==> src/rtl/pcs_pkg.sv <==
// Shared types and constants for the packet class statistics counter.
package pcs_pkg;

   localparam logic [15:0] L2_PROTO_IPV4 = 16'h0800;
   localparam logic [15:0] L2_PROTO_IPV6 = 16'h86DD;
   localparam logic [7:0]  PROTO_TCP     = 8'd6;
   localparam logic [7:0]  PROTO_UDP     = 8'd17;
   localparam logic [7:0]  PROTO_ICMP    = 8'd1;
   localparam logic [7:0]  PROTO_ICMPV6  = 8'd58;
   localparam int unsigned BUCKET_BYTES  = 100;

   localparam logic [1:0] KIND_IPV4  = 2'd0;
   localparam logic [1:0] KIND_IPV6  = 2'd1;
   localparam logic [1:0] KIND_NONIP = 2'd2;

   localparam logic [2:0] CLS_TCP    = 3'd0;
   localparam logic [2:0] CLS_UDP    = 3'd1;
   localparam logic [2:0] CLS_ICMP   = 3'd2;
   localparam logic [2:0] CLS_ICMPV6 = 3'd3;
   localparam logic [2:0] CLS_OTHER  = 3'd4;

   localparam logic [1:0] TALK_HIT    = 2'd0;
   localparam logic [1:0] TALK_INSERT = 2'd1;
   localparam logic [1:0] TALK_FULL   = 2'd2;
   localparam logic [1:0] TALK_NONIP  = 2'd3;

   localparam logic [0:0] REQ_PACKET = 1'b0;
   localparam logic [0:0] REQ_READ   = 1'b1;

   localparam logic [5:0] RD_PACKETS = 6'd0;
   localparam logic [5:0] RD_TCP     = 6'd1;
   localparam logic [5:0] RD_UDP     = 6'd2;
   localparam logic [5:0] RD_ICMP    = 6'd3;
   localparam logic [5:0] RD_ICMPV6  = 6'd4;
   localparam logic [5:0] RD_IPV4    = 6'd5;
   localparam logic [5:0] RD_IPV6    = 6'd6;
   localparam logic [5:0] RD_OTHER   = 6'd7;
   localparam logic [5:0] RD_BYTES   = 6'd8;
   localparam int unsigned RD_HIST_BASE = 9;

   typedef struct packed {
      logic [0:0]  req_type;
      logic [15:0] pkt_len;
      logic [15:0] l2_proto;
      logic [7:0]  ip_proto;
      logic [63:0] src_addr_hi;
      logic [63:0] src_addr_lo;
      logic [5:0]  read_index;
   } req_type_type;

   typedef struct packed {
      logic [1:0]  l3_kind;
      logic [2:0]  pkt_class;
      logic [3:0]  size_bucket;
      logic [3:0]  talker_slot;
      logic [1:0]  talker_status;
      logic [63:0] read_data;
   } rsp_type;

   // Classified work handed from the front end to the counter engine.
   typedef struct packed {
      logic        is_read;
      logic [5:0]  read_index;
      logic [15:0] pkt_len;
      logic [1:0]  l3_kind;
      logic [2:0]  pkt_class;
      logic [3:0]  size_bucket;
      logic [63:0] addr_hi;
      logic [63:0] addr_lo;
   } work_type;

endpackage

==> src/rtl/pcs_queue.sv <==
// Two-entry queue that decouples the front end from the counter engine.
module pcs_queue import pcs_pkg::*; (
   input  logic     clock,
   input  logic     reset,
   input  logic     in_valid,
   output logic     in_ready,
   input  work_type in_data,
   output logic     out_valid,
   input  logic     out_ready,
   output work_type out_data
);

   work_type    slot_ff [2];
   logic        rd_ptr_ff, rd_ptr_in, wr_ptr_ff, wr_ptr_in;
   logic [1:0]  count_ff, count_in;
   logic        push, pop;

   assign in_ready  = (count_ff != 2'd2);
   assign out_valid = (count_ff != 2'd0);
   assign out_data  = slot_ff[rd_ptr_ff];
   assign push = in_valid && in_ready;
   assign pop  = out_valid && out_ready;

   always_comb begin
      rd_ptr_in = rd_ptr_ff ^ pop;
      wr_ptr_in = wr_ptr_ff ^ push;
      count_in  = count_ff + {1'b0, push} - {1'b0, pop};
   end

   always_ff @(posedge clock) begin
      if (reset) begin
         rd_ptr_ff <= 1'b0;
         wr_ptr_ff <= 1'b0;
         count_ff  <= 2'd0;
      end else begin
         rd_ptr_ff <= rd_ptr_in;
         wr_ptr_ff <= wr_ptr_in;
         count_ff  <= count_in;
      end
      if (push) slot_ff[wr_ptr_ff] <= in_data;
   end

   a_no_overflow: assert property (@(posedge clock) disable iff (reset)
      count_ff == 2'd2 |-> !in_ready) else $error("queue overflow");
   a_count_step: assert property (@(posedge clock) disable iff (reset)
      push && !pop |=> count_ff == $past(count_ff) + 2'd1) else $error("count step");
   a_count_range: assert property (@(posedge clock) disable iff (reset) count_ff != 2'd3)
      else $error("count range");

endmodule

==> config.mk <==
export PLATFORM = sky130hd
export DESIGN_NAME = pcs_queue
export DESIGN_NICKNAME = d
export VERILOG_FILES = /design/src/rtl/pcs_pkg.sv /design/src/rtl/pcs_queue.sv
export SDC_FILE = /design/constraint.sdc
export NUM_CORES = 1
export LEC_CHECK = 0
export ABC_CLOCK_PERIOD_IN_PS = 6000
export BUFFER_PORTS_ARGS = -buffer_cell sky130_fd_sc_hd__buf_2
export CAP_MARGIN = 20
export CELL_PAD_IN_SITES_DETAIL_PLACEMENT = 1
export CELL_PAD_IN_SITES_GLOBAL_PLACEMENT = 1
export CORE_ASPECT_RATIO = 1.2
export CORE_UTILIZATION = 44
export DETAILED_ROUTE_END_ITERATION = 6
export HOLD_SLACK_MARGIN = 0.03
export PLACE_DENSITY_LB_ADDON = 0.08
export SYNTH_ARGS = -nofsm -noshare
export SYNTH_HDL_FRONTEND = slang
export SYNTH_SLANG_ARGS = --single-unit
==> constraint.sdc <==
create_clock -name clock -period 6 [get_ports clock]
set_input_delay 0.6 -clock clock [delete_from_list [all_inputs] [get_ports clock]]
set_output_delay 0.6 -clock clock [all_outputs]
set_load 0.03 [all_outputs]
* After elaboration in Yosys (flattened, before gate mapping)
Memory sizes are Yosys's and may differ from the RTL's. A register that Yosys moved wholly into a read port is not among the register bits.
Cells that the tools add are included.
Widths: inputs -> output; s select.
** Storage, ports and cells
- Memory bits (writable) :: 320
- Memories kept :: 1
- Logic and storage cells :: 15
- Register bits after elaboration :: 4
- Bits of input ports :: 164
- Output and inout bits :: 162
** Memories
- slot_ff :: words 2, bits a word 160, rd ports 1, clocked after Yosys merged registers in 1, write ports 1, RTL line pcs_queue.sv:13 : work_type slot_ff [2];
** Operators by class
- Reductions and logical operators :: 3
- $add $sub $neg :: 2
- Multiplexer cells :: 3
- Bitwise gates (word level) :: 2
- Equal/unequal tests :: 1
** Operators by type and width (count)
- $mux 1 :: 3
- $add 2x1->2 :: 1
- $logic_and 1x1->1 :: 2
- $ne 2x2->1 const B :: 1
- $reduce_bool 2->1 :: 1
- $sub 2x1->2 :: 1
- $xor 1x1->1 :: 2

* Longest topological paths before layout
- Depth after elaboration :: 4
- Gate-level depth with buffers :: 6

* Worst setup path before layout
OpenSTA, ideal clock, no wires.
- Path kind :: reg2reg
- From :: reg count_ff[0]
- To :: mem slot_ff[0][0] (netlist name) (enable)
- Clock period less this slack :: 5.175 ns
- Arrival :: 4.635 ns
- Slack :: 0.825 ns
- Data required time :: 5.460 ns
- Stages on the path, launching flop included :: 4
- Path through :: dfxtp_1 -> nand2b_1 -> and2_1 -> ha_1
** On the way
- Longest elaborated chain between the ends :: 4
** Ends and longest elaborated chain
- start, declared :: RTL line pcs_queue.sv:15 : logic [1:0] count_ff, count_in;
- start signal, assigned :: RTL line pcs_queue.sv:38 : count_ff <= count_in;
- $ne 2x2->1 :: RTL line pcs_queue.sv:18 : assign in_ready = (count_ff != 2'd2);
- net in_ready :: RTL line pcs_queue.sv:6 : output logic in_ready,
- $logic_and 1x1->1 :: RTL line pcs_queue.sv:21 : assign push = in_valid && in_ready;
- $mux 1 :: RTL line pcs_queue.sv:40 : if (push) slot_ff[wr_ptr_ff] <= in_data;
- $mux 1 (not written as such) :: RTL line pcs_queue.sv:40
- end, declared :: RTL line pcs_queue.sv:13
The timed path passes the listed nets, and every way through them passes these cells.

==> metrics.csv <==
stage;metric;value;unit
sta;Pins Over Slew Limit;0;
synthesis;synthesized area;0.0121;mm^2
power;combinational share of power;26.7;%
synthesis;sequential share of the synthesized area;79.8;%
floorplan;core box area;0.0271;mm^2
sta;hold_ws;0.274;ns
critical_path;crit end category;output pin;
finish;Nets;1040;
global_route;total gr overflow;0;
min_path;worst min-delay path startpoint;in_data[38];
power;sw frac;30.7;%
detailed_routing;vias;6130;
floorplan;die area;0.0283;mm^2
critical_path;Reg2Reg Capture Point;slot_ff[0][66];
power;Lkg Pwr;5.84;nW
synthesis;Post-synth EDFFs;320;
detailed_routing;# DRC;0;
synthesis;post-synth top area share;79.2;%
min_path;worst hold stages;1;
power;clock network power share;30.0;%
power;net switching power;2.07;mW
clock_network;Root Driver;clkbuf_16;
power;internal power;4.66;mW
detailed_routing;Routed WL;26000;um
clock_network;clk slew on worst S/H paths;0.06;ns
synthesis;top cells by count, synth;edfxtp_1, mux2_4, mux2_2;
detailed_routing;drt first pass iters;4;
floorplan;I/O pin count;326;
detailed_routing;WL/cell;20.9;um
min_path;Min-Delay Path Class;in -> reg;
critical_path;critical path class;reg -> out;
critical_path;WP data arrival;2.50;ns
detailed_routing;post-DR vias/cell;4.92;
global_route;GRT Total Usage;18.1;%
place;Post-DP HPWL;17200;um
critical_path;R2R cell count;4;
sta;setup slack after layout;2.90;ns
clock_network;hold_buf cts;0;
synthesis;post-synthesis register bit count;324;
global_route;first-pass GRT wire length;38100;um
clock_network;clk sinks;324;
place;Post-DP Area;0.0141;mm^2
clock_network;CTS tree;built;
synthesis;Post-Syn Instances;525;
sta;Setup violations, final;0;
sta;Tmin final;3.10;ns
global_route;initial antenna violation count;10;
sta;Worst Skew;0.0123;ns
critical_path;worst reg-to-reg setup slack;3.64;ns
min_path;Hold Path End;slot_ff[1][38];
synthesis;ranking of synthesized cells by area;edfxtp_1, mux2_4, mux2_2;
floorplan;Die Wd;154;um
sta;RSZ-0062 raised after global routing;false;
place;Post-Place Cells;1176;
synthesis;total number of yosys warnings;0;
finish;layout cells sized above 1;60.2;%
clock_network;clock buffer depth;3;
floorplan;DIE HEIGHT;184;um
clock_network;TritonCTS Buffers;36;
sta;Slew headroom;44.9;%
synthesis;Synth Area per Inst;23.1;um^2
synthesis;Yosys top cell by area;edfxtp_1;
synthesis;most frequent cell after synthesis;edfxtp_1;
synthesis;Distinct cells, synth;20;
critical_path;WP data required;5.40;ns
finish;layout overhead on the synthesized area;25.4;%
run;max-capacitance violation count;0;
power;Peak VDD IR;0.249;mV
detailed_routing;First DRT Iteration DRCs;215;
critical_path;Worst Setup Start Kind;register;
clock_network;clock latency on the worst-skew pair;0.51;ns
clock_network;Post-CTS Setup Bufs;0;
place;routability cong.;0.765;
sta;Worst Max-Slew Pin Slew;0.826;ns
floorplan;Starting Density;44.8;%
clock_network;post_cts resized;0;
power;Total Power;6.73;mW
synthesis;post-synthesis async set-or-reset flop share;0;%
finish;Core Util, Final;56.2;%
global_route;vias in the first global route;6593;
place;Port-buffer cells;325;
outcome;outcome;complete, no violations;
finish;post-route cell area;0.0152;mm^2
synthesis;Syn Nets;691;
sta;Final Cycle Share;51.6;%
global_route;largest net degree at the start of global routing;136;
floorplan;row cnt;66;
power;power density over the cells;442;mW/mm^2
finish;Layout Cells excl Fill;1247;
critical_path;CP max FO;96;
sta;final setup TNS;0;ns
place;Post-Place Worst Slack;3.41;ns
critical_path;R2R Path Start;count_ff[0];
clock_network;# H-tree levels;2;
sta;Hold Fails Final Rpt;0;
synthesis;prevailing post-synth register cell;edfxtp_1;
power;Reg power frac;43.2;%
sta;FMAX;323;MHz
detailed_routing;Antenna Nets Post-Route;0;
how the worst max path moves through the flow:
stage	slack (ns)	startpoint	cells after the start	to
after floorplan	0.83	count_ff[0]	3	slot_ff[0][0]
after global placement	3.45	rd_ptr_ff	3	out_data[58]
after detailed placement	3.41	rd_ptr_ff	3	out_data[58]
after global routing	2.81	rd_ptr_ff	3	out_data[7]
final	2.90	rd_ptr_ff	3	out_data[13]
after CTS	2.86	rd_ptr_ff	3	out_data[58]
kinds of logic after synthesis:
logic type               share of synthesized area, %
flip-flops                                       79.8
multiplexers                                     17.7
adder cells (fa/ha/maj)                         0.206
XOR/XNOR                                       0.0722
AO/OA/AOI/OAI                                   0.299
buffers and inverters                            1.34
AND/OR/NAND/NOR                                 0.557
routing by layer:
layer	share of wire [%]	global-route usage (%)	vias to the layer above
li1	-	-	2808
met1	36	19.5	3024
met2	51	31.6	230
met3	9.1	7.28	60
met4	3.0	7.20	8
met5	0.18	0	-
critical path: stages (launching register included):
cell and delay (ns):
dfxtp_4 0.67, buf_12 0.45, mux2_2 0.44, buf_2 0.19
final cells by class:
cell class	count	area, um^2
Sequential cell	324	9690
Antenna cell	6	15.0
Clock inverter	17	116
Clock buffer	48	967
Inverter	1	3.75
Multi-Input combinational cell	182	2310
Tap cell	340	425
Fill cell	2501	11900
Timing Repair Buffer	329	1690
cells in the final DEF (no fill, tap or decap):
cell,count
a211oi_1,1
a21bo_1,1
a32oi_1,1
and2_1,1
and3_4,1
buf_12,3
buf_2,325
buf_4,1
bufinv_16,1
clkbuf_1,11
clkbuf_16,37
clkinv_1,6
clkinv_2,7
dfxtp_1,3
dfxtp_4,1
diode_2,6
edfxtp_1,320
ha_1,1
ha_4,1
inv_1,1
inv_6,2
inv_8,1
mux2_2,71
mux2_4,90
nand2b_1,1
nand3_1,1
nor2_1,5
nor2b_1,3
o21ai_0,2
or2_2,1
xor2_1,1
power by group through the flow:
stage	logic [mW]	clock network, mW	registers (mW)
finish	1.80	2.02	2.91
global route	1.90	2.16	2.93
CTS	1.83	2.09	2.91
detailed placement	1.82	0	2.96
global placement	1.80	0	2.94
floorplan	1.39	0	2.94
state kept, by name (all words and copies together), names as in the netlist:
signal / cells
count_ff: 2
wr_ptr_ff: 1
rd_ptr_ff: 1
slot_ff: 320
Note: power is estimated with default switching activity, not from simulation.
