[src/rtl/pcs_pkg.sv]
// Shared types and constants for the packet class statistics counter.
package pcs_pkg;

   localparam logic [15:0] L2_PROTO_IPV4 = 16'h0800;
   localparam logic [15:0] L2_PROTO_IPV6 = 16'h86DD;
   localparam logic [7:0]  PROTO_TCP     = 8'd6;
   localparam logic [7:0]  PROTO_UDP     = 8'd17;
   localparam logic [7:0]  PROTO_ICMP    = 8'd1;
   localparam logic [7:0]  PROTO_ICMPV6  = 8'd58;
   localparam int unsigned BUCKET_BYTES  = 100;

   localparam logic [1:0] KIND_IPV4  = 2'd0;
   localparam logic [1:0] KIND_IPV6  = 2'd1;
   localparam logic [1:0] KIND_NONIP = 2'd2;

   localparam logic [2:0] CLS_TCP    = 3'd0;
   localparam logic [2:0] CLS_UDP    = 3'd1;
   localparam logic [2:0] CLS_ICMP   = 3'd2;
   localparam logic [2:0] CLS_ICMPV6 = 3'd3;
   localparam logic [2:0] CLS_OTHER  = 3'd4;

   localparam logic [1:0] TALK_HIT    = 2'd0;
   localparam logic [1:0] TALK_INSERT = 2'd1;
   localparam logic [1:0] TALK_FULL   = 2'd2;
   localparam logic [1:0] TALK_NONIP  = 2'd3;

   localparam logic [0:0] REQ_PACKET = 1'b0;
   localparam logic [0:0] REQ_READ   = 1'b1;

   localparam logic [5:0] RD_PACKETS = 6'd0;
   localparam logic [5:0] RD_TCP     = 6'd1;
   localparam logic [5:0] RD_UDP     = 6'd2;
   localparam logic [5:0] RD_ICMP    = 6'd3;
   localparam logic [5:0] RD_ICMPV6  = 6'd4;
   localparam logic [5:0] RD_IPV4    = 6'd5;
   localparam logic [5:0] RD_IPV6    = 6'd6;
   localparam logic [5:0] RD_OTHER   = 6'd7;
   localparam logic [5:0] RD_BYTES   = 6'd8;
   localparam int unsigned RD_HIST_BASE = 9;

   typedef struct packed {
      logic [0:0]  req_type;
      logic [15:0] pkt_len;
      logic [15:0] l2_proto;
      logic [7:0]  ip_proto;
      logic [63:0] src_addr_hi;
      logic [63:0] src_addr_lo;
      logic [5:0]  read_index;
   } req_type_type;

   typedef struct packed {
      logic [1:0]  l3_kind;
      logic [2:0]  pkt_class;
      logic [3:0]  size_bucket;
      logic [3:0]  talker_slot;
      logic [1:0]  talker_status;
      logic [63:0] read_data;
   } rsp_type;

   // Classified work handed from the front end to the counter engine.
   typedef struct packed {
      logic        is_read;
      logic [5:0]  read_index;
      logic [15:0] pkt_len;
      logic [1:0]  l3_kind;
      logic [2:0]  pkt_class;
      logic [3:0]  size_bucket;
      logic [63:0] addr_hi;
      logic [63:0] addr_lo;
   } work_type;

endpackage

[src/rtl/pcs_front.sv]
// Front end: accepts requests and classifies packets.
module pcs_front import pcs_pkg::*; #(
   parameter int SIZE_BUCKETS = 10
) (
   input  logic         req_valid,
   output logic         req_ready,
   input  req_type_type req_data,
   output logic         wk_valid,
   input  logic         wk_ready,
   output work_type     wk_data
);

   work_type cls;
   logic [15:0] quot;
   logic [31:0] prod;

   assign req_ready = wk_ready;
   assign wk_valid  = req_valid;
   assign wk_data   = cls;

   always_comb begin
      // len / 100 by reciprocal: floor(len * 5243 / 2^19) is exact below 43690,
      // and any larger length lands in the last bucket regardless.
      prod = 32'(req_data.pkt_len) * 32'd5243;
      quot = 16'(prod >> 19);
      cls = '0;
      cls.is_read    = (req_data.req_type == REQ_READ);
      cls.read_index = req_data.read_index;
      cls.pkt_len    = req_data.pkt_len;
      cls.size_bucket = (quot >= 16'(SIZE_BUCKETS)) ? 4'(SIZE_BUCKETS - 1) : quot[3:0];
      if (req_data.l2_proto == L2_PROTO_IPV4) begin
         cls.l3_kind = KIND_IPV4;
         cls.addr_lo = {32'd0, req_data.src_addr_lo[31:0]};
         case (req_data.ip_proto)
            PROTO_TCP:  cls.pkt_class = CLS_TCP;
            PROTO_UDP:  cls.pkt_class = CLS_UDP;
            PROTO_ICMP: cls.pkt_class = CLS_ICMP;
            default:    cls.pkt_class = CLS_OTHER;
         endcase
      end else if (req_data.l2_proto == L2_PROTO_IPV6) begin
         cls.l3_kind = KIND_IPV6;
         cls.addr_hi = req_data.src_addr_hi;
         cls.addr_lo = req_data.src_addr_lo;
         case (req_data.ip_proto)
            PROTO_TCP:    cls.pkt_class = CLS_TCP;
            PROTO_UDP:    cls.pkt_class = CLS_UDP;
            PROTO_ICMPV6: cls.pkt_class = CLS_ICMPV6;
            default:      cls.pkt_class = CLS_OTHER;
         endcase
      end else begin
         cls.l3_kind   = KIND_NONIP;
         cls.pkt_class = CLS_OTHER;
      end
   end

endmodule

[config.mk]
export PLATFORM = sky130hd
export DESIGN_NAME = pcs_front
export DESIGN_NICKNAME = d
export VERILOG_FILES = /design/src/rtl/pcs_pkg.sv /design/src/rtl/pcs_front.sv
export SDC_FILE = /design/constraint.sdc
export NUM_CORES = 1
export LEC_CHECK = 0
export ABC_AREA = 1
export BUFFER_PORTS_ARGS = -buffer_cell sky130_fd_sc_hd__buf_2
export CORE_AREA = 2 2 132 134
export DETAILED_ROUTE_END_ITERATION = 10
export DIE_AREA = 0 0 134 136
export GPL_ROUTABILITY_DRIVEN = 1
export PLACE_DENSITY = 0.67
export SLEW_MARGIN = 25
export SYNTH_ARGS = -nofsm -noshare
export SYNTH_HDL_FRONTEND = slang
export SYNTH_SLANG_ARGS = --single-unit
[constraint.sdc]
create_clock -name vclk -period 5.2
set_input_delay 0.78 -clock vclk [all_inputs]
set_output_delay 0.78 -clock vclk [all_outputs]
set_load 0.02 [all_outputs]
# Word level (Yosys, flattened, before mapping)
# Index checks and enable logic that the tools add are counted.
# classes
add_sub_neg,0
multipliers,1
n_div,0
n_lt_le_gt_ge,1
eq_ne,6
shift,0
muxes,8
bitwise_logic,0
n_reduce_logical,0
# ops
cell,n
$mux 128,1
$mux 64,2
$mul 16x13->29 const B,1
$pmux 3 s3,2
$eq 16x12->1 const B,1
$eq 16x16->1 const B,1
$ge 10x4->1 const B,1
$mux 5,2
$eq 8x1->1 const B,1
$eq 8x3->1 const B,1
$eq 8x5->1 const B,1
$eq 8x6->1 const B,1
$mux 4,1
# word_totals
reg_bits,0
latch_bits,0
mem_bits_rw,0
romBits,0
output_inout_bits,162
word_cells,16
mem_count,0

# Depth between registers and ports, before layout
# Gate-level depths: netlist of the first run.
# logic_depth
word_depth,4
ltp_mapped,25
mapped_depth_nobuf,25

# Worst setup path before layout of the first run
# Ideal clock, no wire load.
# synth_timing
path_kind,input -> output
start,in req_data[163] (netlist name)
end,out wk_data[129] (netlist name)
t_arrival_ps,4769
slack_ps,-349
cell_stages,23
cell_sequence,inv_1 fa_1 inv_1 ha_1 fa_1 inv_1 fa_1 fa_1 inv_1 ha_1 nand2_1 inv_1 a21oi_1 nor2_1 nor2_1 nand2_1 nand2_1 nand2_1 nand2_2 nand2_2 nor2_4 nand2_1 nor2_1
# synth_lines
item,line,text
start: declaration,pcs_front.sv:7,"input req_type_type req_data,"
end: declaration,pcs_front.sv:10,output work_type wk_data

==> metrics.log, run 1 <==
[metrics] outcome: finished with violations
[metrics] violated checks: negative setup slack
[metrics] die footprint: around 18000 um2
[metrics] Leakage: around 5.9 nW
[metrics] number of nets in the final layout: 1653
[metrics] input/output buffers: approximately 320
[metrics] max-cap violation count: 0
[metrics] post-synth design cell area: 5950 um2
[metrics] Tightest Hold Check Type: input port to primary output
[metrics] I/O pin count: 339
[metrics] clock buffer count: 0
[metrics] width of the die: 134 um
[metrics] number of stages on the worst setup path: 25
[metrics] area of the multi-input gates: 4970 um2
[metrics] via-per-instance ratio: 4.55
[metrics] Synth area leader: sky130_fd_sc_hd__fa_1
[metrics] critical path peak fanout: 5
[metrics] max-slew violation count: 0
[metrics] utilization of the core after routing: 0.520
[metrics] number of fill cells in the layout: 1736
[metrics] initial core utilization: 0.352
[metrics] 1st-pass router iterations: 5
[metrics] Critical Path End: wk_data[128]
[metrics] post-route standard cell area excluding fillers: 8770 um2
[metrics] cell count after synthesis: 930
[metrics] non-filler cells in the finished layout: around 1500
[metrics] flip-flop and latch area: 0 um2
[metrics] final worst slack: -589 ps
[metrics] slew of the pin with the lowest slew margin: 687 ps
[metrics] cell family contributing the most delay on the critical path: adder cells
[metrics] synthesized area per cell: 6.39 um2
[metrics] net count of the mapped netlist: ~1300
[metrics] critical path data arrival time: 5010 ps
[metrics] Warnings, synthesis: 0
[metrics] initial antenna violation count: 2
[metrics] Std-Cell Core Area: 16900 um2
[metrics] number of endpoints failing setup at the final stage: 4
[metrics] Buf/Inv on CP: 7
[metrics] ranking of synthesized cells by area: sky130_fd_sc_hd__fa_1 (25%), sky130_fd_sc_hd__ha_1 (22%), sky130_fd_sc_hd__inv_1 (20%), sky130_fd_sc_hd__nor2_1 (10%), sky130_fd_sc_hd__nand2_1 (8.1%)
[metrics] Final Hold Fails: 0
[metrics] placed cell count: 1512
[metrics] proportion of netlist area held by the largest area contributor: 0.252
[metrics] post-route fraction of the period consumed by the critical path: 1.11
[metrics] Critical Path Sink Type: primary output
[metrics] maximum clock rate: 173 MHz
[metrics] Max-slew headroom: 0.542
[metrics] post-route DRC violation count: 0
[metrics] vias in the first global route: 7122
[metrics] cell row count: 48
[metrics] start point of the critical path: req_data[169]
[metrics] overall global routing resource usage: 0.299
[metrics] height of the die: 136 um
[metrics] startpoint types: input port
[metrics] HPWL Detailed: 25400 um
[metrics] count of nets left with antenna violations after detail routing: 0
[metrics] delay of the slowest cell on the worst path: 520 ps
[metrics] pin count of the biggest net entering global routing: 76
[metrics] cell type with the highest occurrence count on the critical path: sky130_fd_sc_hd__nand2_2
[metrics] final routed wire length divided by cell count: between 15 and 20 um
[metrics] sequential element share of the synthesized area: 0
[metrics] Worst path slowest cell: sky130_fd_sc_hd__fa_1
[metrics] GRT Residual Overflow: 0
[metrics] Distinct cells, synth: 27
[metrics] Crit Path Category: input port to primary output
[metrics] Total Routed Length: 27500 um
[metrics] global-route wire length before repair: between 40000 and 50000 um
[metrics] worst endpoint required time: 4420 ps
[metrics] Setup Slack @ Placement: -798 ps
[metrics] clock period minus worst slack: 5790 ps
[metrics] share of post-route cells with drive strength above 1: 0.388
[metrics] number of DRC violations after detailed-routing iteration 0: 267
[metrics] overall power of the completed layout: 4.42 mW
[metrics] GPL Wtd Cong: 0.941
[metrics] Power per Cell Area: 504 nW/um2
[metrics] Vias: 6919
[metrics] number of sequential cells in the layout: 0
[metrics] commonest cells after routing, fill and taps aside: sky130_fd_sc_hd__buf_2 (308), sky130_fd_sc_hd__inv_1 (290), sky130_fd_sc_hd__nor2_1 (154)
[metrics] leading cell type in the layout, fill and taps excluded: sky130_fd_sc_hd__buf_2
[metrics] area growth from synthesis to final layout: 47.5%
[metrics] RSZ-0062 raised after global routing: yes
[metrics] number of hold buffers added after cts: 0
[metrics] instance area after placement: 8310 um2
[metrics] peak supply drop: between 0.3 and 0.4 mV
[metrics] Antenna diodes: 0
==> routing by layer <==
layer  up-vias  track usage  routed length, um
met3        56       0.0746               2130
met1      3191        0.328              10100
met4         2        0.193               2160
met2       280        0.516              13200
met5         -            0                 14
li1       3390            -                  -
==> synth_stat cells (all sizes together) <==
cell type / instances
and2: 1
o21bai: 5
o211ai: 1
nand3: 35
nor2: 173
and3: 1
buf: 29
a21o: 1
nor3b: 1
a21oi: 16
o21ai: 4
clkbuf: 9
fa: 75
nand4: 11
ha: 104
nor4: 4
clkinv: 1
xor2: 2
nor3: 4
nand2: 137
inv: 312
nand3b: 4
==> worst min path at each step <==
stage / startpoint / endpoint / cells after the start
floorplan: wk_ready / req_ready / 1
global placement: req_data[3] / wk_data[156] / 0
detailed placement: req_data[3] / wk_data[156] / 0
CTS: req_data[3] / wk_data[156] / 0
global route: req_data[174] / wk_data[159] / 0
finish: req_data[174] / wk_data[159] / 0
==> what timing repair did <==
item,4_1_cts,5_1_grt
setup buffers,8,0
endpoints found under the setup margin,4,4
gates resized for setup,73,26
pin swaps,65,21
==> where the power goes <==
group	internal, mW	total, mW	switching, mW
Combinational	1.92	4.42	2.50
Clock	0	0	0
Sequential	0	0	0
==> kinds of logic (layout without fill, tap and decap cells) <==
group | after synthesis | count (layout) | share of synthesized area
adders and majority gates | 179 | 179 | 0.471
buffers and inverters | 351 | 716 | 0.237
AOI/OAI and AO/OA | 27 | 27 | 0.0257
xor gates and xnor gates | 2 | 2 | 0.00295
and+or+nand+nor | 371 | 371 | 0.263
==> cell type report <==
class,instances,share of cell area
inverter,313,0.135
tap,225,0.0321
multi-input combinational,579,0.567
timing repair buffer,403,0.266
==> metrics by stage <==
step / setup TNS (ps) / hold slack (ps)
final: -2240 / 1560
after global routing: -3170 / 1560
after CTS: -2240 / 1560
after detailed placement: -2940 / 1560
after global placement: -2720 / 1560
after floorplan: -744 / 1670
(Power assumes the default switching activity.)
==> run 2, diff against run 1 <==
==> constraint.sdc (replaced) <==
create_clock -name vclk -period 5.2
set_input_delay 0.78 -clock vclk [all_inputs]
set_output_delay 0.78 -clock vclk [all_outputs]
set_load 0.05 [all_outputs]
==> metrics.log, run 2 (synthesis gave the netlist of run 1 again) <==
[metrics] outcome: finished with violations
[metrics] violated checks: negative setup slack
[metrics] leading cell type in the layout, fill and taps excluded: sky130_fd_sc_hd__buf_2
[metrics] total negative slack for setup checks: -2480 ps (-237 ps)
[metrics] final worst slack: -639 ps (-50.0 ps)
[metrics] overall global routing resource usage: 0.315 (+0.0160)
[metrics] global-route layer with the greatest usage: met2
[metrics] RSZ-0062 raised after global routing: yes
[metrics] met1 usage in global routing: 0.334 (+0.00552)
[metrics] worst endpoint required time: 4420 ps (about the same)
[metrics] startpoint types: input port
[metrics] utilization of the core after routing: 0.519 (-0.000964)
[metrics] Leakage: 5.87 nW (-0.21%)
[metrics] number of hold buffers added after cts: 0 (unchanged)
[metrics] height of the die: 136 um (unchanged)
[metrics] Critical Path Sink Type: primary output
[metrics] Net Switching: 2.49 mW (-0.30%)
[metrics] Std-Cell Core Area: 16900 um2 (unchanged)
[metrics] initial antenna violation count: 2 (unchanged)
[metrics] via-per-instance ratio: 4.58 (+0.70%)
[metrics] clock period minus worst slack: 5840 ps (+50.0 ps)
[metrics] switching fraction of total power: 0.575 (+0.00942)
[metrics] post-route fraction of the period consumed by the critical path: 1.12 (+0.00961)
[metrics] clock group share of total power: 0 (unchanged)
[metrics] delay of the slowest cell on the worst path: 510 ps (about the same)
[metrics] share of power burned in registers: 0 (unchanged)
[metrics] count of nets left with antenna violations after detail routing: 0 (unchanged)
[metrics] combinational fraction of design power: 1.000 (about the same)
[metrics] Vias: 6986 (+0.97%)
[metrics] peak supply drop: 0.359 mV (-7.3%)
[metrics] critical path peak fanout: 7 (+2)
[metrics] start point of the critical path: req_data[171]
[metrics] Total Routed Length: 29300 um (+6.4%)
[metrics] Antenna diodes: 0 (unchanged)
[metrics] number of nets in the final layout: 1657 (+0.24%)
[metrics] number of stages on the worst setup path: 25 (unchanged)
[metrics] maximum clock rate: 171 MHz (-0.86%)
[metrics] die footprint: 18200 um2 (unchanged)
[metrics] Power per Cell Area: 495 nW/um2 (-1.7%)
[metrics] vias in the first global route: 7047 (-1.1%)
[metrics] 1st-pass router iterations: 5 (unchanged)
[metrics] Crit Path Category: input port to primary output
[metrics] Worst path slowest cell: sky130_fd_sc_hd__fa_1
[metrics] Max-slew headroom: 0.575 (+0.0330)
[metrics] post-route DRC violation count: 0 (unchanged)
[metrics] Int Power: 1.84 mW (-4.1%)
[metrics] pin count of the biggest net entering global routing: 62 (-18%)
[metrics] Critical Path End: wk_data[128]
[metrics] met2 routing resource usage after global routing: 0.609 (+0.0926)
[metrics] GRT Residual Overflow: 0 (unchanged)
[metrics] width of the die: 134 um (unchanged)
[metrics] area growth from synthesis to final layout: 47.2%
[metrics] share of post-route cells with drive strength above 1: 0.389 (about the same)
[metrics] flip-flop and latch area: 0 um2 (unchanged)
[metrics] cell type with the highest occurrence count on the critical path: sky130_fd_sc_hd__nand2_2
[metrics] global-route wire length before repair: 41400 um (+3.2%)
[metrics] slew of the pin with the lowest slew margin: 638 ps (-49.5 ps)
[metrics] input/output buffers: 321 (unchanged)
[metrics] number of endpoints failing setup at the final stage: 4 (unchanged)
[metrics] max-cap violation count: 0 (unchanged)
[metrics] max-slew violation count: 0 (unchanged)
[metrics] Buf/Inv on CP: 7 (unchanged)
[metrics] initial core utilization: 0.352 (unchanged)
[metrics] Final Hold Fails: 0 (unchanged)
[metrics] HPWL Detailed: 27200 um (+7.1%)
[metrics] number of DRC violations after detailed-routing iteration 0: 301 (+13%)
[metrics] final routed wire length divided by cell count: 19.2 um (+6.1%)
[metrics] worst hold margin: 1560 ps (+0.0100 ps)
[metrics] GPL Wtd Cong: 1.00 (+6.7%)
[metrics] critical path data arrival time: 5060 ps (+50 ps)
[metrics] commonest cells after routing, fill and taps aside: sky130_fd_sc_hd__buf_2 (308), sky130_fd_sc_hd__inv_1 (293), sky130_fd_sc_hd__nor2_1 (155)
[metrics] Tightest Hold Check Type: input port to primary output
[metrics] clock buffer count: 0 (unchanged)
[metrics] number of sequential cells in the layout: 0 (unchanged)
[metrics] I/O pin count: 339 (unchanged)
[metrics] cell family contributing the most delay on the critical path: adder cells
[metrics] met3 track utilization from global routing: 0.0537 (-0.0209)
[metrics] cell row count: 48 (unchanged)
==> run 2: cell types whose count changed in the layout (fill, tap and decap cells not counted), moves of 3 or more <==
cell / delta
sky130_fd_sc_hd__inv_1: +3
sky130_fd_sc_hd__buf_4: +7
sky130_fd_sc_hd__buf_6: -3
sky130_fd_sc_hd__nand3_1: -3
sky130_fd_sc_hd__nand2_2: +3
sky130_fd_sc_hd__ha_4: -3
sky130_fd_sc_hd__nand2_4: -3
==> run 2: worst min path at each step <==
stage,start,end,slack (ps),cells past startpoint
4_1_cts,req_data[2],wk_data[155],1560,0
2_1_floorplan,wk_ready,req_ready,1730,1
3_5_place_dp,req_data[2],wk_data[155],1560,0
3_3_place_gp,req_data[2],wk_data[155],1560,0
5_1_grt,req_data[174],wk_data[159],1560,0
6_report,req_data[0],wk_data[153],1560,0
==> run 2: cell type report <==
type / count / area [um2]
timing repair buffer: 407 / 2350
multi-input combinational: 579 / 4940
inverter: 313 / 1180
fill: 1723 / 8120
tap: 225 / 282
==> run 2: power groups by stage <==
stage          clock network [mW]  logic (mW)  registers (mW)
2_1_floorplan                   0        2.62               0
3_3_place_gp                    0        3.79               0
3_5_place_dp                    0        3.81               0
4_1_cts                         0        4.18               0
5_1_grt                         0        4.85               0
6_report                        0        4.34               0
==> run 2: repair_timing <==
action	in CTS	in global routing
endpoints found under the setup margin	4	4
setup buffers	2	1
gates resized for setup	54	29
pin swaps	56	25
==> run 2: per-stage QoR <==
step | cell area (um2) | setup WS, ps | instances | total power, mW
final | 8750 | -639 | 1524 | 4.34
after global routing | 8750 | -859 | 1524 | 4.85
after CTS | 8650 | -649 | 1523 | 4.18
after detailed placement | 8410 | -844 | 1521 | 3.81
after floorplan | 6080 | -363 | 930 | 2.62
after global placement | 8410 | -818 | 1521 | 3.79
==> run 2: metal layers <==
metal / share of wire / routed length, um
met1: 0.35 / 10300
met2: 0.53 / 15500
met3: 0.065 / 1890
met4: 0.055 / 1600
met5: 0.00072 / 21
==> run 3, diff against run 2 <==
--- a/config.mk
+++ b/config.mk
@@ -5,13 +5,13 @@
 export SDC_FILE = /design/constraint.sdc
 export NUM_CORES = 1
 export LEC_CHECK = 0
-export ABC_AREA = 1
+export ABC_AREA = 0
 export BUFFER_PORTS_ARGS = -buffer_cell sky130_fd_sc_hd__buf_2
 export CORE_AREA = 2 2 132 134
 export DETAILED_ROUTE_END_ITERATION = 10
 export DIE_AREA = 0 0 134 136
 export GPL_ROUTABILITY_DRIVEN = 1
-export PLACE_DENSITY = 0.67
+export PLACE_DENSITY = 0.63
 export SLEW_MARGIN = 25
 export SYNTH_ARGS = -nofsm -noshare
 export SYNTH_HDL_FRONTEND = slang
==> metrics.log, run 3 <==
[metrics] outcome: finished with violations
[metrics] violated checks: negative setup slack
[metrics] flip-flop and latch area: 0 um2 (unchanged)
[metrics] height of the die: 136 um (unchanged)
[metrics] Power per Cell Area: 477 nW/um2 (-3.6%)
[metrics] area growth from synthesis to final layout: 52.9%
[metrics] peak supply drop: 0.348 mV (-2.8%)
[metrics] GRT Residual Overflow: 0 (unchanged)
[metrics] count of nets left with antenna violations after detail routing: 0 (unchanged)
[metrics] worst hold path depth: 0 (unchanged)
[metrics] proportion of netlist area held by the largest area contributor: 0.281 (+0.0280)
[metrics] initial core utilization: 0.317 (-0.0352)
[metrics] clock buffer count: 0 (unchanged)
[metrics] net count of the mapped netlist: 983 (-24%)
[metrics] input/output buffers: 321 (unchanged)
[metrics] combinational fraction of design power: 1.000 (about the same)
[metrics] cell with the most instances after synthesis: sky130_fd_sc_hd__inv_1
[metrics] number of DRC violations after detailed-routing iteration 0: 278 (-7.6%)
[metrics] end point of the worst hold path: wk_data[158]
[metrics] vias in the first global route: 5659 (-20%)
[metrics] clock group share of total power: 0 (unchanged)
[metrics] pin count of the biggest net entering global routing: 43 (-31%)
[metrics] I/O pin count: 339 (unchanged)
[metrics] Synth area leader: sky130_fd_sc_hd__fa_1
[metrics] start point of the critical path: req_data[170]
[metrics] HPWL Detailed: 23700 um (-13%)
[metrics] Net Switching: 1.98 mW (-21%)
[metrics] critical path peak fanout: 6 (-1)
[metrics] initial antenna violation count: 6 (+4)
[metrics] Synth Area in Compound Gates: 0.0818 (+0.0561)
[metrics] slew of the pin with the lowest slew margin: 790 ps (+152 ps)
[metrics] area share of xor/xnor cells in the synthesized design: 0.0180 (+0.0151)
[metrics] Int Power: 1.92 mW (+4.6%)
[metrics] total negative slack for setup checks: -3230 ps (-750 ps)
[metrics] post-route fraction of the period consumed by the critical path: 1.16 (+0.0374)
[metrics] via-per-instance ratio: 4.70 (+2.6%)
[metrics] Crit Path Category: input port to primary output
[metrics] Warnings, synthesis: 0 (unchanged)
[metrics] max-cap violation count: 0 (unchanged)
[metrics] Std-Cell Core Area: 16900 um2 (unchanged)
[metrics] global-route wire length before repair: 36100 um (-13%)
[metrics] cell count after synthesis: 627 (-33%)
[metrics] mux cell area share after synthesis: 0.00374 (+0.00374)
[metrics] Distinct cells, synth: 55 (+100%)
[metrics] cell row count: 48 (unchanged)
[metrics] Leakage: 4.74 nW (-19%)
[metrics] Final Hold Fails: 0 (unchanged)
[metrics] overall power of the completed layout: 3.91 mW (-9.9%)
[metrics] sequential element share of the synthesized area: 0 (unchanged)
[metrics] max-slew violation count: 0 (unchanged)
[metrics] ranking of synthesized cells by area: sky130_fd_sc_hd__fa_1 (28%), sky130_fd_sc_hd__ha_1 (24%), sky130_fd_sc_hd__and2_1 (11%), sky130_fd_sc_hd__inv_1 (8.8%), sky130_fd_sc_hd__nor2b_1 (3.9%)
[metrics] clock period minus worst slack: 6030 ps (+195 ps)
[metrics] basic-gate share of the synthesized area counting and, or, nand and nor cells: 0.237 (-0.0258)
[metrics] post-synth design cell area: 5350 um2 (-10%)
[metrics] RSZ-0062 raised after global routing: yes
[metrics] 1st-pass router iterations: 4 (-1)
[metrics] width of the die: 134 um (unchanged)
[metrics] Critical Path Sink Type: primary output
[metrics] worst hold margin: 1560 ps (unchanged)
[metrics] GPL Wtd Cong: 0.938 (-6.6%)
[metrics] leading cell type in the layout, fill and taps excluded: sky130_fd_sc_hd__buf_2
[metrics] overall global routing resource usage: 0.273 (-0.0424)
[metrics] worst endpoint required time: 4420 ps (about the same)
[metrics] dominant combinational cell family by area after synthesis: adder cells
[metrics] post-route DRC violation count: 0 (unchanged)
[metrics] critical path data arrival time: 5250 ps (+190 ps)
[metrics] number of nets in the final layout: 1358 (-18%)
[metrics] commonest cells after routing, fill and taps aside: sky130_fd_sc_hd__buf_2 (307), sky130_fd_sc_hd__inv_1 (116), sky130_fd_sc_hd__and2_1 (96)
[metrics] most frequent cells after synthesis: sky130_fd_sc_hd__inv_1 (125), sky130_fd_sc_hd__ha_1 (104), sky130_fd_sc_hd__and2_1 (98)
[metrics] number of hold buffers added after cts: 0 (unchanged)
[metrics] startpoint types: input port
[metrics] Total Routed Length: 25400 um (-13%)
[metrics] share of power burned in registers: 0 (unchanged)
[metrics] final worst slack: -833 ps (-195 ps)
[metrics] die footprint: 18200 um2 (unchanged)
[metrics] switching fraction of total power: 0.507 (-0.0680)
[metrics] maximum clock rate: 166 MHz (-3.2%)
[metrics] synthesized area per cell: 8.54 um2 (+34%)
[metrics] number of endpoints failing setup at the final stage: 4 (unchanged)
[metrics] number of sequential cells in the layout: 0 (unchanged)
[metrics] origin of the worst min-delay path: req_data[5]
[metrics] Vias: 5766 (-17%)
[metrics] adder and majority cell fraction of the synthesized area: 0.524 (+0.0523)
[metrics] Max-slew headroom: 0.469 (-0.106)
[metrics] Tightest Hold Check Type: input port to primary output
[metrics] share of post-route cells with drive strength above 1: 0.482 (+0.0932)
[metrics] final routed wire length divided by cell count: 20.7 um (+7.6%)
run 3: changes by cell type in the layout (fill, tap and decap cells not counted), sizes merged, moves of 6 or more:
cell | previous run | this run
a21o | 1 | 9
a21oi | 16 | 22
and2 | 1 | 99
inv | 311 | 124
nand2 | 137 | 17
nand3 | 35 | 11
nand4 | 11 | 5
nor2 | 173 | 14
nor2b | 0 | 33
nor3 | 4 | 10
run 3: how the worst max path moves through the flow:
stage	slack [ps]	end
after detailed placement	-990	wk_data[130]
after global placement	-1000	wk_data[130]
after floorplan	-570	wk_data[128]
final	-830	wk_data[130]
after CTS	-880	wk_data[129]
after global routing	-1010	wk_data[130]
run 3: repair_timing:
item / CTS / global route
setup endpoints to repair: 4 / 4
gates resized for setup: 47 / 28
pin swaps: 36 / 29
buffers inserted: 6 / 0
run 3: cells by family (layout without fill, tap and decap cells):
family	count (synthesis)	after routing
buffers and inverters	165	538
adders and majority gates	179	179
muxes	2	2
AOI/OAI and AO/OA	62	62
other	0	1
and+or+nand+nor	208	208
xor gates and xnor gates	11	11
run 3: power by group through the flow:
stage	sequential, mW	clock [mW]	combinational [mW]
after global routing	0	0	4.28
after floorplan	0	0	2.19
after detailed placement	0	0	3.29
after global placement	0	0	3.28
final	0	0.00000000000334	3.91
after CTS	0	0	3.63
run 3: worst max-delay path: stages:
cell	delay, ps
sky130_fd_sc_hd__buf_8	110
sky130_fd_sc_hd__fa_1	490
sky130_fd_sc_hd__ha_1	310
sky130_fd_sc_hd__inv_2	40
sky130_fd_sc_hd__fa_1	470
sky130_fd_sc_hd__inv_1	50
sky130_fd_sc_hd__fa_1	500
sky130_fd_sc_hd__inv_1	50
sky130_fd_sc_hd__fa_1	520
sky130_fd_sc_hd__inv_2	50
sky130_fd_sc_hd__ha_4	280
sky130_fd_sc_hd__nand3_4	130
sky130_fd_sc_hd__nor3_4	220
sky130_fd_sc_hd__o311ai_2	160
sky130_fd_sc_hd__and2_4	200
sky130_fd_sc_hd__nand4b_4	160
sky130_fd_sc_hd__a31oi_2	160
sky130_fd_sc_hd__and4_4	260
sky130_fd_sc_hd__and2_4	160
sky130_fd_sc_hd__buf_12	130
run 3: per-stage QoR:
step,instances,area [um2],worst slack (ps),utilization
3_3_place_gp,1219,7810,-1000,0.463
2_1_floorplan,627,5490,-572,-
4_1_cts,1225,8070,-879,0.478
3_5_place_dp,1219,7810,-993,0.463
5_1_grt,1225,8180,-1010,0.485
6_report,1226,8190,-833,0.485
run 3: area by class of cell:
cell class / instances / area [um2]
fillers: 1663 / 8690
multi-input cells: 462 / 5000
repair buffers: 413 / 2430
inverters: 125 / 473
well taps: 225 / 282
diodes: 1 / 2.50
run 3: metal layers:
layer  global-route usage  wire length (um)  vias to the layer above
met5                    0                12                        -
met3               0.0474              1910                       14
met2                0.429             11200                      275
li1                     -                 -                     2725
met1                0.398             11800                     2750
met4               0.0414               484                        2
